### src/sv/ngga_pkg.sv
// Shared types, constants and helper functions for the GGA sentence framer.
`timescale 1ns / 1ps
`default_nettype none

package ngga_pkg;

    // Longest sentence, counted from the '$', before it is dropped.
    localparam int MAX_SENTENCE_LEN = 128;
    localparam logic [7:0] LIMIT_INDEX = 8'(MAX_SENTENCE_LEN - 1);

    // Number of stored first characters.
    localparam int NUM_SLOTS = 6;

    // Characters the framer looks for.
    localparam logic [7:0] CHAR_DOLLAR = 8'h24;
    localparam logic [7:0] CHAR_STAR   = 8'h2A;
    localparam logic [7:0] CHAR_COMMA  = 8'h2C;
    localparam logic [7:0] CHAR_CR     = 8'h0D;
    localparam logic [7:0] CHAR_LF     = 8'h0A;
    localparam logic [7:0] CHAR_G      = 8'h47;
    localparam logic [7:0] CHAR_N      = 8'h4E;
    localparam logic [7:0] CHAR_A      = 8'h41;

    // XOR of the fixed header text GNGGA.
    localparam logic [7:0] HEADER_XOR = CHAR_G ^ CHAR_N ^ CHAR_G ^ CHAR_G ^ CHAR_A;

    // Header positions and the index the body starts from.
    localparam logic [2:0] HDR_POS_G1  = 3'd3;
    localparam logic [2:0] HDR_POS_G2  = 3'd4;
    localparam logic [2:0] HDR_POS_A   = 3'd5;
    localparam logic [2:0] HDR_DONE    = 3'd6;
    localparam logic [7:0] BODY_START  = 8'd6;

    // Comma-separated field numbers whose first character is kept.
    localparam logic [3:0] FIELD_NS    = 4'd3;
    localparam logic [3:0] FIELD_EW    = 4'd5;
    localparam logic [3:0] FIELD_FIX   = 4'd6;
    localparam logic [3:0] FIELD_SATS  = 4'd7;
    localparam logic [3:0] FIELD_ALTU  = 4'd10;
    localparam logic [3:0] FIELD_GEOU  = 4'd12;
    localparam logic [3:0] FIELD_MAX   = 4'd15;

    // Slot indexes of the stored characters.
    localparam logic [2:0] SLOT_NS   = 3'd0;
    localparam logic [2:0] SLOT_EW   = 3'd1;
    localparam logic [2:0] SLOT_FIX  = 3'd2;
    localparam logic [2:0] SLOT_SATS = 3'd3;
    localparam logic [2:0] SLOT_ALTU = 3'd4;
    localparam logic [2:0] SLOT_GEOU = 3'd5;

    typedef enum logic [1:0] {
        PH_WAIT,
        PH_HEADER,
        PH_BODY,
        PH_CHECK
    } phase_t;

    typedef struct packed {
        logic       hit;
        logic [2:0] idx;
    } slot_sel_t;

    typedef struct packed {
        logic                        ok;
        logic [7:0]                  computed;
        logic [7:0]                  received;
        logic [NUM_SLOTS-1:0][7:0]   chars;
    } result_t;

    // Decode one hex digit; anything else reads as zero.
    function automatic logic [3:0] hex_value(input logic [7:0] c);
        logic [3:0] v;
        v = 4'd0;
        if (c >= 8'h30 && c <= 8'h39) begin
            v = c[3:0];
        end
        else if ((c >= 8'h41 && c <= 8'h46) || (c >= 8'h61 && c <= 8'h66)) begin
            v = 4'(c[3:0] + 4'd9);
        end
        return v;
    endfunction

    // Map a field number onto its storage slot, if it has one.
    function automatic slot_sel_t slot_of_field(input logic [3:0] f);
        slot_sel_t s;
        s.hit = 1'b1;
        s.idx = SLOT_NS;
        unique case (f)
            FIELD_NS:   s.idx = SLOT_NS;
            FIELD_EW:   s.idx = SLOT_EW;
            FIELD_FIX:  s.idx = SLOT_FIX;
            FIELD_SATS: s.idx = SLOT_SATS;
            FIELD_ALTU: s.idx = SLOT_ALTU;
            FIELD_GEOU: s.idx = SLOT_GEOU;
            default:    s.hit = 1'b0;
        endcase
        return s;
    endfunction

endpackage

`default_nettype wire

### src/sv/ngga_byte_if.sv
// Channel that carries received bytes into the framer.
`timescale 1ns / 1ps
`default_nettype none

interface ngga_byte_if;
    logic       valid;
    logic       ready;
    logic [7:0] rx_byte;

    modport source (output valid, output rx_byte, input ready);
    modport sink (input valid, input rx_byte, output ready);
endinterface

`default_nettype wire

### src/sv/ngga_result_if.sv
// Channel that carries one checked sentence result out of the framer.
`timescale 1ns / 1ps
`default_nettype none

interface ngga_result_if;
    logic       valid;
    logic       ready;
    logic       checksum_ok;
    logic [7:0] computed_checksum;
    logic [7:0] received_checksum;
    logic [7:0] hemisphere_ns;
    logic [7:0] hemisphere_ew;
    logic [7:0] fix_char;
    logic [7:0] sats_char;
    logic [7:0] alt_unit_char;
    logic [7:0] geoid_unit_char;

    modport source (
        output valid, checksum_ok, computed_checksum, received_checksum,
        output hemisphere_ns, hemisphere_ew, fix_char, sats_char,
        output alt_unit_char, geoid_unit_char,
        input  ready
    );
    modport sink (
        input  valid, checksum_ok, computed_checksum, received_checksum,
        input  hemisphere_ns, hemisphere_ew, fix_char, sats_char,
        input  alt_unit_char, geoid_unit_char,
        output ready
    );
endinterface

`default_nettype wire

### src/sv/ngga_parser.sv
// Sentence framing state, checksum tracking and field capture for one byte per cycle while accept is high.
`timescale 1ns / 1ps
`default_nettype none

module ngga_parser (
    input  logic              clk,
    input  logic              rst_n,
    input  logic              accept,
    input  logic [7:0]        rx_byte,
    output logic              res_valid,
    output ngga_pkg::result_t res
);
    import ngga_pkg::*;

    phase_t                    phase_reg, phase_next;
    logic [2:0]                header_count_reg, header_count_next;
    logic                      header_match_reg, header_match_next;
    logic [7:0]                sentence_index_reg, sentence_index_next;
    logic [7:0]                running_xor_reg, running_xor_next;
    logic [7:0]                hex_digits_reg, hex_digits_next;
    logic [1:0]                hex_count_reg, hex_count_next;
    logic [3:0]                field_number_reg, field_number_next;
    logic                      field_first_seen_reg, field_first_seen_next;
    logic [NUM_SLOTS-1:0]      pend_valid_reg, pend_valid_next;
    logic [NUM_SLOTS-1:0][7:0] pend_char_reg, pend_char_next;
    logic [NUM_SLOTS-1:0][7:0] stored_reg, stored_next;

    // State registers.
    always_ff @(posedge clk or negedge rst_n)
    begin
        if (!rst_n)
        begin
            phase_reg            <= PH_WAIT;
            header_count_reg     <= 3'd0;
            header_match_reg     <= 1'b0;
            sentence_index_reg   <= 8'd0;
            running_xor_reg      <= 8'd0;
            hex_digits_reg       <= 8'd0;
            hex_count_reg        <= 2'd0;
            field_number_reg     <= 4'd0;
            field_first_seen_reg <= 1'b0;
            pend_valid_reg       <= '0;
            pend_char_reg        <= '0;
            stored_reg           <= '0;
        end
        else
        begin
            phase_reg            <= phase_next;
            header_count_reg     <= header_count_next;
            header_match_reg     <= header_match_next;
            sentence_index_reg   <= sentence_index_next;
            running_xor_reg      <= running_xor_next;
            hex_digits_reg       <= hex_digits_next;
            hex_count_reg        <= hex_count_next;
            field_number_reg     <= field_number_next;
            field_first_seen_reg <= field_first_seen_next;
            pend_valid_reg       <= pend_valid_next;
            pend_char_reg        <= pend_char_next;
            stored_reg           <= stored_next;
        end
    end

    // Next state and result for the word taken this cycle.
    always_comb
    begin
        logic       is_eol;
        logic       at_limit;
        logic       match;
        logic [2:0] count;
        logic       ok;
        slot_sel_t  sel;

        is_eol   = (rx_byte == CHAR_CR) || (rx_byte == CHAR_LF);
        at_limit = (sentence_index_reg >= LIMIT_INDEX);
        match    = header_match_reg;
        count    = header_count_reg;
        ok       = 1'b0;
        sel      = slot_of_field(field_number_reg);

        phase_next            = phase_reg;
        header_count_next     = header_count_reg;
        header_match_next     = header_match_reg;
        sentence_index_next   = sentence_index_reg;
        running_xor_next      = running_xor_reg;
        hex_digits_next       = hex_digits_reg;
        hex_count_next        = hex_count_reg;
        field_number_next     = field_number_reg;
        field_first_seen_next = field_first_seen_reg;
        pend_valid_next       = pend_valid_reg;
        pend_char_next        = pend_char_reg;
        stored_next           = stored_reg;
        res_valid             = 1'b0;

        if (accept)
        begin
            unique case (phase_reg)
                PH_WAIT:
                begin
                    if (rx_byte == CHAR_DOLLAR)
                    begin
                        header_count_next = 3'd1;
                        header_match_next = 1'b1;
                        phase_next        = PH_HEADER;
                    end
                end
                PH_HEADER:
                begin
                    // Talker is free; the sentence type must be GGA.
                    if ((header_count_reg == HDR_POS_G1 || header_count_reg == HDR_POS_G2)
                        && rx_byte != CHAR_G)
                    begin
                        match = 1'b0;
                    end
                    if (header_count_reg == HDR_POS_A && rx_byte != CHAR_A)
                    begin
                        match = 1'b0;
                    end
                    count             = 3'(header_count_reg + 3'd1);
                    header_match_next = match;
                    header_count_next = count;
                    if (count >= HDR_DONE)
                    begin
                        if (match)
                        begin
                            phase_next            = PH_BODY;
                            sentence_index_next   = BODY_START;
                            running_xor_next      = HEADER_XOR;
                            hex_digits_next       = 8'd0;
                            hex_count_next        = 2'd0;
                            field_number_next     = 4'd0;
                            field_first_seen_next = 1'b0;
                            pend_valid_next       = '0;
                            pend_char_next        = '0;
                        end
                        else
                        begin
                            phase_next = PH_WAIT;
                        end
                    end
                end
                PH_BODY:
                begin
                    sentence_index_next = 8'(sentence_index_reg + 8'd1);
                    priority if (rx_byte == CHAR_STAR)
                    begin
                        phase_next = PH_CHECK;
                    end
                    else if (is_eol || at_limit)
                    begin
                        phase_next = PH_WAIT;
                    end
                    else
                    begin
                        running_xor_next = running_xor_reg ^ rx_byte;
                        priority if (rx_byte == CHAR_COMMA)
                        begin
                            if (field_number_reg < FIELD_MAX)
                            begin
                                field_number_next = 4'(field_number_reg + 4'd1);
                            end
                            field_first_seen_next = 1'b0;
                        end
                        else if (!field_first_seen_reg)
                        begin
                            // First character of a field we keep.
                            for (int i = 0; i < NUM_SLOTS; i++)
                            begin
                                if (sel.hit && sel.idx == 3'(i))
                                begin
                                    pend_valid_next[i] = 1'b1;
                                    pend_char_next[i]  = rx_byte;
                                end
                            end
                            field_first_seen_next = 1'b1;
                        end
                        else
                        begin
                            field_first_seen_next = 1'b1;
                        end
                    end
                end
                PH_CHECK:
                begin
                    sentence_index_next = 8'(sentence_index_reg + 8'd1);
                    if (!is_eol)
                    begin
                        if (at_limit)
                        begin
                            phase_next = PH_WAIT;
                        end
                        else if (hex_count_reg < 2'd2)
                        begin
                            hex_digits_next = {hex_digits_reg[3:0], hex_value(rx_byte)};
                            hex_count_next  = 2'(hex_count_reg + 2'd1);
                        end
                    end
                    else
                    begin
                        // Line end closes the sentence; missing digits read as zero.
                        phase_next = PH_WAIT;
                        unique case (hex_count_reg)
                            2'd0:    hex_digits_next = 8'd0;
                            2'd1:    hex_digits_next = {hex_digits_reg[3:0], 4'd0};
                            default: hex_digits_next = hex_digits_reg;
                        endcase
                        hex_count_next = 2'd2;
                        ok = (hex_digits_next == running_xor_reg);
                        for (int i = 0; i < NUM_SLOTS; i++)
                        begin
                            if (ok && pend_valid_reg[i])
                            begin
                                stored_next[i] = pend_char_reg[i];
                            end
                        end
                        res_valid = 1'b1;
                    end
                end
                default:
                begin
                    phase_next = PH_WAIT;
                end
            endcase
        end

        res.ok       = ok;
        res.computed = running_xor_reg;
        res.received = hex_digits_next;
        res.chars    = stored_next;
    end

endmodule

`default_nettype wire

### src/sv/ngga_out_buf.sv
// Two-entry result register with a skid stage in front of the output channel.
`timescale 1ns / 1ps
`default_nettype none

module ngga_out_buf (
    input  logic              clk,
    input  logic              rst_n,
    input  logic              push,
    input  ngga_pkg::result_t push_data,
    output logic              space,
    ngga_result_if.source     sentence
);
    import ngga_pkg::*;

    logic    out_valid_reg;
    logic    skid_valid_reg;
    result_t out_data_reg;
    result_t skid_data_reg;
    logic    out_free;

    // The output slot frees when it is empty or being taken.
    assign out_free = !out_valid_reg || sentence.ready;
    assign space    = !skid_valid_reg;

    // Valid flags.
    always_ff @(posedge clk or negedge rst_n)
    begin
        if (!rst_n)
        begin
            out_valid_reg  <= 1'b0;
            skid_valid_reg <= 1'b0;
        end
        else if (out_free)
        begin
            out_valid_reg  <= skid_valid_reg || push;
            skid_valid_reg <= 1'b0;
        end
        else if (push)
        begin
            skid_valid_reg <= 1'b1;
        end
    end

    // Payload registers.
    always_ff @(posedge clk)
    begin
        if (out_free)
        begin
            out_data_reg <= skid_valid_reg ? skid_data_reg : push_data;
        end
        else if (push)
        begin
            skid_data_reg <= push_data;
        end
    end

    assign sentence.valid             = out_valid_reg;
    assign sentence.checksum_ok       = out_data_reg.ok;
    assign sentence.computed_checksum = out_data_reg.computed;
    assign sentence.received_checksum = out_data_reg.received;
    assign sentence.hemisphere_ns     = out_data_reg.chars[SLOT_NS];
    assign sentence.hemisphere_ew     = out_data_reg.chars[SLOT_EW];
    assign sentence.fix_char          = out_data_reg.chars[SLOT_FIX];
    assign sentence.sats_char         = out_data_reg.chars[SLOT_SATS];
    assign sentence.alt_unit_char     = out_data_reg.chars[SLOT_ALTU];
    assign sentence.geoid_unit_char   = out_data_reg.chars[SLOT_GEOU];

endmodule

`default_nettype wire

### src/sv/nmea_gga_framer_checker_top.sv
// Top level of the GGA sentence framer and checksum checker.
//
//   channel    role   word                         result per word
//   rx         sink   rx_byte, one character       none
//   sentence   source checksums, flag, six chars   at most one
//
// One byte is taken per cycle while rx is ready; its state update and any result
// are worked out in the same cycle and the result is registered at that edge.
// A result leaves through an output register backed by one skid entry, so
// bytes keep flowing while a result waits; rx stalls only when both are full.
// Reset is asynchronous and active low and puts the framer in the wait phase.
`timescale 1ns / 1ps
`default_nettype none

module nmea_gga_framer_checker_top (
    input  logic          clk,
    input  logic          rst_n,
    ngga_byte_if.sink     rx,
    ngga_result_if.source sentence
);
    import ngga_pkg::*;

    logic    accept;
    logic    space;
    logic    res_valid;
    result_t res;

    assign rx.ready = space;
    assign accept   = rx.valid && rx.ready;

    // Framing and checking of each byte.
    ngga_parser u_parser (
        .clk       (clk),
        .rst_n     (rst_n),
        .accept    (accept),
        .rx_byte   (rx.rx_byte),
        .res_valid (res_valid),
        .res       (res)
    );

    // Result buffering toward the output channel.
    ngga_out_buf u_out_buf (
        .clk       (clk),
        .rst_n     (rst_n),
        .push      (res_valid),
        .push_data (res),
        .space     (space),
        .sentence  (sentence)
    );

`ifndef NO_ASSERTIONS
    // A stalled input means results are waiting at the output.
    a_stall_has_output: assert property (@(posedge clk) disable iff (!rst_n)
        !rx.ready |-> sentence.valid)
        else $error("input stalled with no result on the output");

    // A result into an empty output shows up at the next edge.
    a_result_lands: assert property (@(posedge clk) disable iff (!rst_n)
        res_valid && !sentence.valid |=> sentence.valid)
        else $error("result lost in the output buffer");

    // Results are produced only by a line-end character.
    a_result_on_eol: assert property (@(posedge clk) disable iff (!rst_n)
        res_valid |-> (rx.rx_byte == CHAR_CR || rx.rx_byte == CHAR_LF))
        else $error("result produced by a non line-end byte");

    // The pass flag agrees with the two checksums.
    a_flag_matches: assert property (@(posedge clk) disable iff (!rst_n)
        res_valid |-> (res.ok == (res.computed == res.received)))
        else $error("pass flag disagrees with checksums");
`endif

endmodule

`default_nettype wire

### src/flat_wrapper.sv
// flat-port wrapper written by rule: the top's interface ports become plain ports
module nmea_gga_framer_checker_top_flat import ngga_pkg::*;
  (clk, rst_n, rx_valid, rx_rx_byte, rx_ready, sentence_valid, sentence_checksum_ok, sentence_computed_checksum, sentence_received_checksum, sentence_hemisphere_ns, sentence_hemisphere_ew, sentence_fix_char, sentence_sats_char, sentence_alt_unit_char, sentence_geoid_unit_char, sentence_ready);
  ngga_byte_if rx_i ();
  ngga_result_if sentence_i ();
  input  logic clk;
  input  logic rst_n;
  input wire logic [$bits(rx_i.valid)-1:0] rx_valid;
  input wire logic [$bits(rx_i.rx_byte)-1:0] rx_rx_byte;
  output wire logic [$bits(rx_i.ready)-1:0] rx_ready;
  output wire logic [$bits(sentence_i.valid)-1:0] sentence_valid;
  output wire logic [$bits(sentence_i.checksum_ok)-1:0] sentence_checksum_ok;
  output wire logic [$bits(sentence_i.computed_checksum)-1:0] sentence_computed_checksum;
  output wire logic [$bits(sentence_i.received_checksum)-1:0] sentence_received_checksum;
  output wire logic [$bits(sentence_i.hemisphere_ns)-1:0] sentence_hemisphere_ns;
  output wire logic [$bits(sentence_i.hemisphere_ew)-1:0] sentence_hemisphere_ew;
  output wire logic [$bits(sentence_i.fix_char)-1:0] sentence_fix_char;
  output wire logic [$bits(sentence_i.sats_char)-1:0] sentence_sats_char;
  output wire logic [$bits(sentence_i.alt_unit_char)-1:0] sentence_alt_unit_char;
  output wire logic [$bits(sentence_i.geoid_unit_char)-1:0] sentence_geoid_unit_char;
  input wire logic [$bits(sentence_i.ready)-1:0] sentence_ready;
  assign rx_i.valid = rx_valid;
  assign rx_i.rx_byte = rx_rx_byte;
  assign rx_ready = rx_i.ready;
  assign sentence_valid = sentence_i.valid;
  assign sentence_checksum_ok = sentence_i.checksum_ok;
  assign sentence_computed_checksum = sentence_i.computed_checksum;
  assign sentence_received_checksum = sentence_i.received_checksum;
  assign sentence_hemisphere_ns = sentence_i.hemisphere_ns;
  assign sentence_hemisphere_ew = sentence_i.hemisphere_ew;
  assign sentence_fix_char = sentence_i.fix_char;
  assign sentence_sats_char = sentence_i.sats_char;
  assign sentence_alt_unit_char = sentence_i.alt_unit_char;
  assign sentence_geoid_unit_char = sentence_i.geoid_unit_char;
  assign sentence_i.ready = sentence_ready;
  nmea_gga_framer_checker_top u_core (.clk(clk), .rst_n(rst_n), .rx(rx_i), .sentence(sentence_i));
endmodule
### config.mk
export PLATFORM = sky130hd
export DESIGN_NAME = nmea_gga_framer_checker_top_flat
export DESIGN_NICKNAME = d
export VERILOG_FILES = /design/src/sv/ngga_pkg.sv /design/src/sv/ngga_byte_if.sv /design/src/sv/ngga_result_if.sv /design/src/sv/ngga_parser.sv /design/src/sv/ngga_out_buf.sv /design/src/sv/nmea_gga_framer_checker_top.sv /design/src/flat_wrapper.sv
export SDC_FILE = /design/constraint.sdc
export NUM_CORES = 1
export LEC_CHECK = 0
export ABC_AREA = 1
export BUFFER_PORTS_ARGS = -buffer_cell sky130_fd_sc_hd__clkbuf_2
export CORE_AREA = 2 2 141 143
export DETAILED_ROUTE_END_ITERATION = 12
export DIE_AREA = 0 0 143 145
export PLACE_DENSITY = 0.84
export SLEW_MARGIN = 25
export SYNTH_ARGS = -nofsm -noshare
export SYNTH_HDL_FRONTEND = slang
export SYNTH_SLANG_ARGS = --single-unit
### constraint.sdc
create_clock -name clk -period 10.8 [get_ports clk]
set_input_delay 0.54 -clock clk [delete_from_list [all_inputs] [get_ports clk]]
set_output_delay 0.54 -clock clk [all_outputs]
set_load 0.03 [all_outputs]
==> metrics.cfg <==
[cells_and_area]
nets = 1359
fillers = 1333
area_growth_pct = 11.06
largest_reg_flops = 65
layout.cells.non_filler = 1617
insertedDiodeCount = 0
layout-drive-gt1-share_pct = 12.57

[yosys]
synth_edf_count = 130
synthMostInstantiatedCell = nand2_1
synth_nets = 1294
netlist.area_leader.share_pct = 31.61
synth_commonest_cells = nand2_1 (365), inv_1 (149), dfrtp_1 (141), edfxtp_1 (130), nand3_1 (89)
ys_seq_area_share_pct = 60.19
syn_area_mm2 = 0.01235
synth_top_flop_cell = dfrtp_1
syn_inst = 1267
synth.area.top_cells = edfxtp_1 (32%), dfrtp_1 (29%), nand2_1 (11%), inv_1 (4.5%), nand3_1 (3.6%)
synthArstFlopShare_pct = 52.03
synth_area_leader_cell = edfxtp_1
netlist-cell-type-count = 48
ys_ff_latch = 271
postSynthAreaPerCell_um2 = 9.746
ys_warn_count = 0

[cts]
cts_resized = 0
clock_path_buffers = 3
cts_setup_buffers = 0
htree_levels = 1
clockRootBuffer = clkbuf_16
cts_tree = done
path_clk_slew_ps = 70
postCtsHoldBufs = 0
numCtsBuffers = 26
clock-sinks = 271
clock_latency_ps = 530

[timing]
setup_ws_ps = 7219
slew_viol_final = 0
skew_ps = 12.47
setup_viol = 0
rsz0062_at_grt = false
finalSetupTns_ps = 0
max_freq_mhz = 279.3
whs_ps = 66.37
max_slew.worst_pin.slew_ps = 905.7
finalHoldViolCount = 0
finalCriticalPeriod_ps = 3581
max_slew_margin_pct = 39.40
finalCritPeriodShare_pct = 33.15

[grt]
grt_overflow = 0
grt_pass1_wl_um = 44010
first_global_vias = 8693
grtUsageTotal_pct = 26.49
grt_max_degree = 82
antenna_found_initial = 0

[run]
cap_viol_max_count = 0

[critical_path]
end_kind = register
critPathKind = register to register
cp_data_required_time_ps = 10960
critical_path_arrival_ps = 3740
ff2ff_path_depth = 7
reg2reg_from = u_core.u_out_buf.skid_valid_reg
r2r_end = u_core.u_out_buf.skid_data_reg[50]
reg2reg_slack_ps = 7220
start_kind = register
crit_fanout = 60

[floorplanning]
top_level_ports = 79
core-area_mm2 = 0.01921
die_x_um = 143
die_h_um = 145
start_util_pct = 64.29
rows = 51
dieArea_mm2 = 0.02074

[power_and_ir_drop]
switching_power_w = 0.001034
p_per_area_mw_per_mm2 = 222.0
p_int_w = 0.002010
swShare_pct = 33.97
power_frac_seq_pct = 45.6
clkPwrFrac_pct = 30.2
peakVddDrop_v = 0.0001436
pwr-share-comb_pct = 24.3
p_leak_nw = 5.933

[min_path]
min_path_type = input pin to async pin

[placement]
dp_hpwl_um = 16580
place.gp.congestion = 0.9748
place_inst = 1569
io_buffers = 78
place_ws_ps = 7231

[routing]
drtIter0Drc = 771
wl_per_cell_um = 16.56
drtAntennaViolNets = 0
drtPass1Iterations = 7
num_vias = 8932
drc = 0
routed_wl_um = 26780
viasPerCell = 5.524

[status]
status = complete, no violations

## worst max-delay path by stage
stage / endpoint / cells after the start / startpoint / slack (ps)
2_1_floorplan: u_core.u_out_buf.skid_data_reg[0] / 2 / u_core.u_out_buf.sentence.valid / 5340
3_3_place_gp: u_core.u_out_buf.skid_data_reg[50] / 7 / u_core.u_out_buf.skid_valid_reg / 7290
3_5_place_dp: u_core.u_out_buf.skid_data_reg[50] / 7 / u_core.u_out_buf.skid_valid_reg / 7230
4_1_cts: u_core.u_out_buf.skid_data_reg[50] / 7 / u_core.u_out_buf.skid_valid_reg / 7220
5_1_grt: u_core.u_out_buf.sentence.alt_unit_char[1] / 11 / u_core.u_out_buf.skid_valid_reg / 6960
6_report: u_core.u_out_buf.skid_data_reg[50] / 7 / u_core.u_out_buf.skid_valid_reg / 7220
## per-stage QoR
stage	power [W]	util, %	instance area (µm²)
finish	0.003045	71.40	13710
detailed placement	0.002123	66.86	12840
floorplan	0.001962	-	12350
global route	0.003193	71.40	13710
CTS	0.003045	71.40	13710
global placement	0.002101	66.86	12840
## cell usage in the layout (no fill, tap or decap), types with 2 or more instances in the layout
| master | n |
|---|---|
| nand4_1 | 58 |
| nand2_1 | 364 |
| nor2_2 | 2 |
| dfrtp_1 | 140 |
| o21ai_0 | 49 |
| clkinv_2 | 4 |
| nor3_1 | 5 |
| nand2_2 | 2 |
| nand3_4 | 6 |
| and2_1 | 51 |
| nor2_4 | 5 |
| nand3_1 | 89 |
| inv_1 | 149 |
| clkbuf_1 | 9 |
| xor2_1 | 21 |
| or2_2 | 2 |
| clkinv_1 | 3 |
| ha_1 | 15 |
| clkbuf_2 | 77 |
| bufinv_16 | 2 |
| o21ai_2 | 14 |
| clkbuf_8 | 4 |
| nand3b_1 | 2 |
| edfxtp_1 | 130 |
| o21ai_1 | 36 |
| clkbuf_16 | 28 |
| inv_2 | 7 |
| nand3_2 | 3 |
| nor2_1 | 31 |
| buf_4 | 7 |
| a21oi_1 | 17 |
## kinds of logic after synthesis
kind of cell / after synthesis / share of synthesized area, %
AND/OR/NAND/NOR: 625 / 23.54
flip-flops: 271 / 60.19
adder cells (fa/ha/maj): 15 / 1.520
buffers and inverters: 207 / 7.275
AO/OA/AOI/OAI: 127 / 5.918
XOR/XNOR: 22 / 1.560
## metal layers
layer | vias up | part of all wire (%) | track usage [%]
met5 | - | 0 | 0
met4 | 0 | 2.1 | 8.267
met1 | 4289 | 41 | 37.34
met2 | 307 | 50 | 42.99
li1 | 4284 | - | -
met3 | 52 | 6.5 | 3.828
## layout make-up
type | instances | area [µm²] | area share [%]
multi-input combinational | 789 | 4028 | 29.37
clock buffer | 41 | 789.5 | 5.757
sequential | 271 | 7433 | 54.20
timing repair buffer | 85 | 449.2 | 3.275
tap | 265 | 331.6 | 2.418
inverter | 159 | 599.3 | 4.370
clock inverter | 7 | 83.83 | 0.6113
## power groups by stage
| stage | Combinational [W] | Sequential (W) | Clock, W |
|---|---|---|---|
| after global placement | 0.000707 | 0.00139 | 0 |
| after detailed placement | 0.000724 | 0.00140 | 0 |
| after CTS | 0.000735 | 0.00138 | 0.000926 |
| after global routing | 0.000819 | 0.00140 | 0.000970 |
| final | 0.000739 | 0.00139 | 0.000918 |
| after floorplan | 0.000556 | 0.00141 | 0 |
## critical path: stages, from the launching register on
cell,delay (ps)
dfrtp_2,560
inv_2,100
buf_4,570
nand2_1,240
inv_2,190
nand3_2,180
nor2_4,720
buf_4,580
Power figures use the tool's default switching activity.
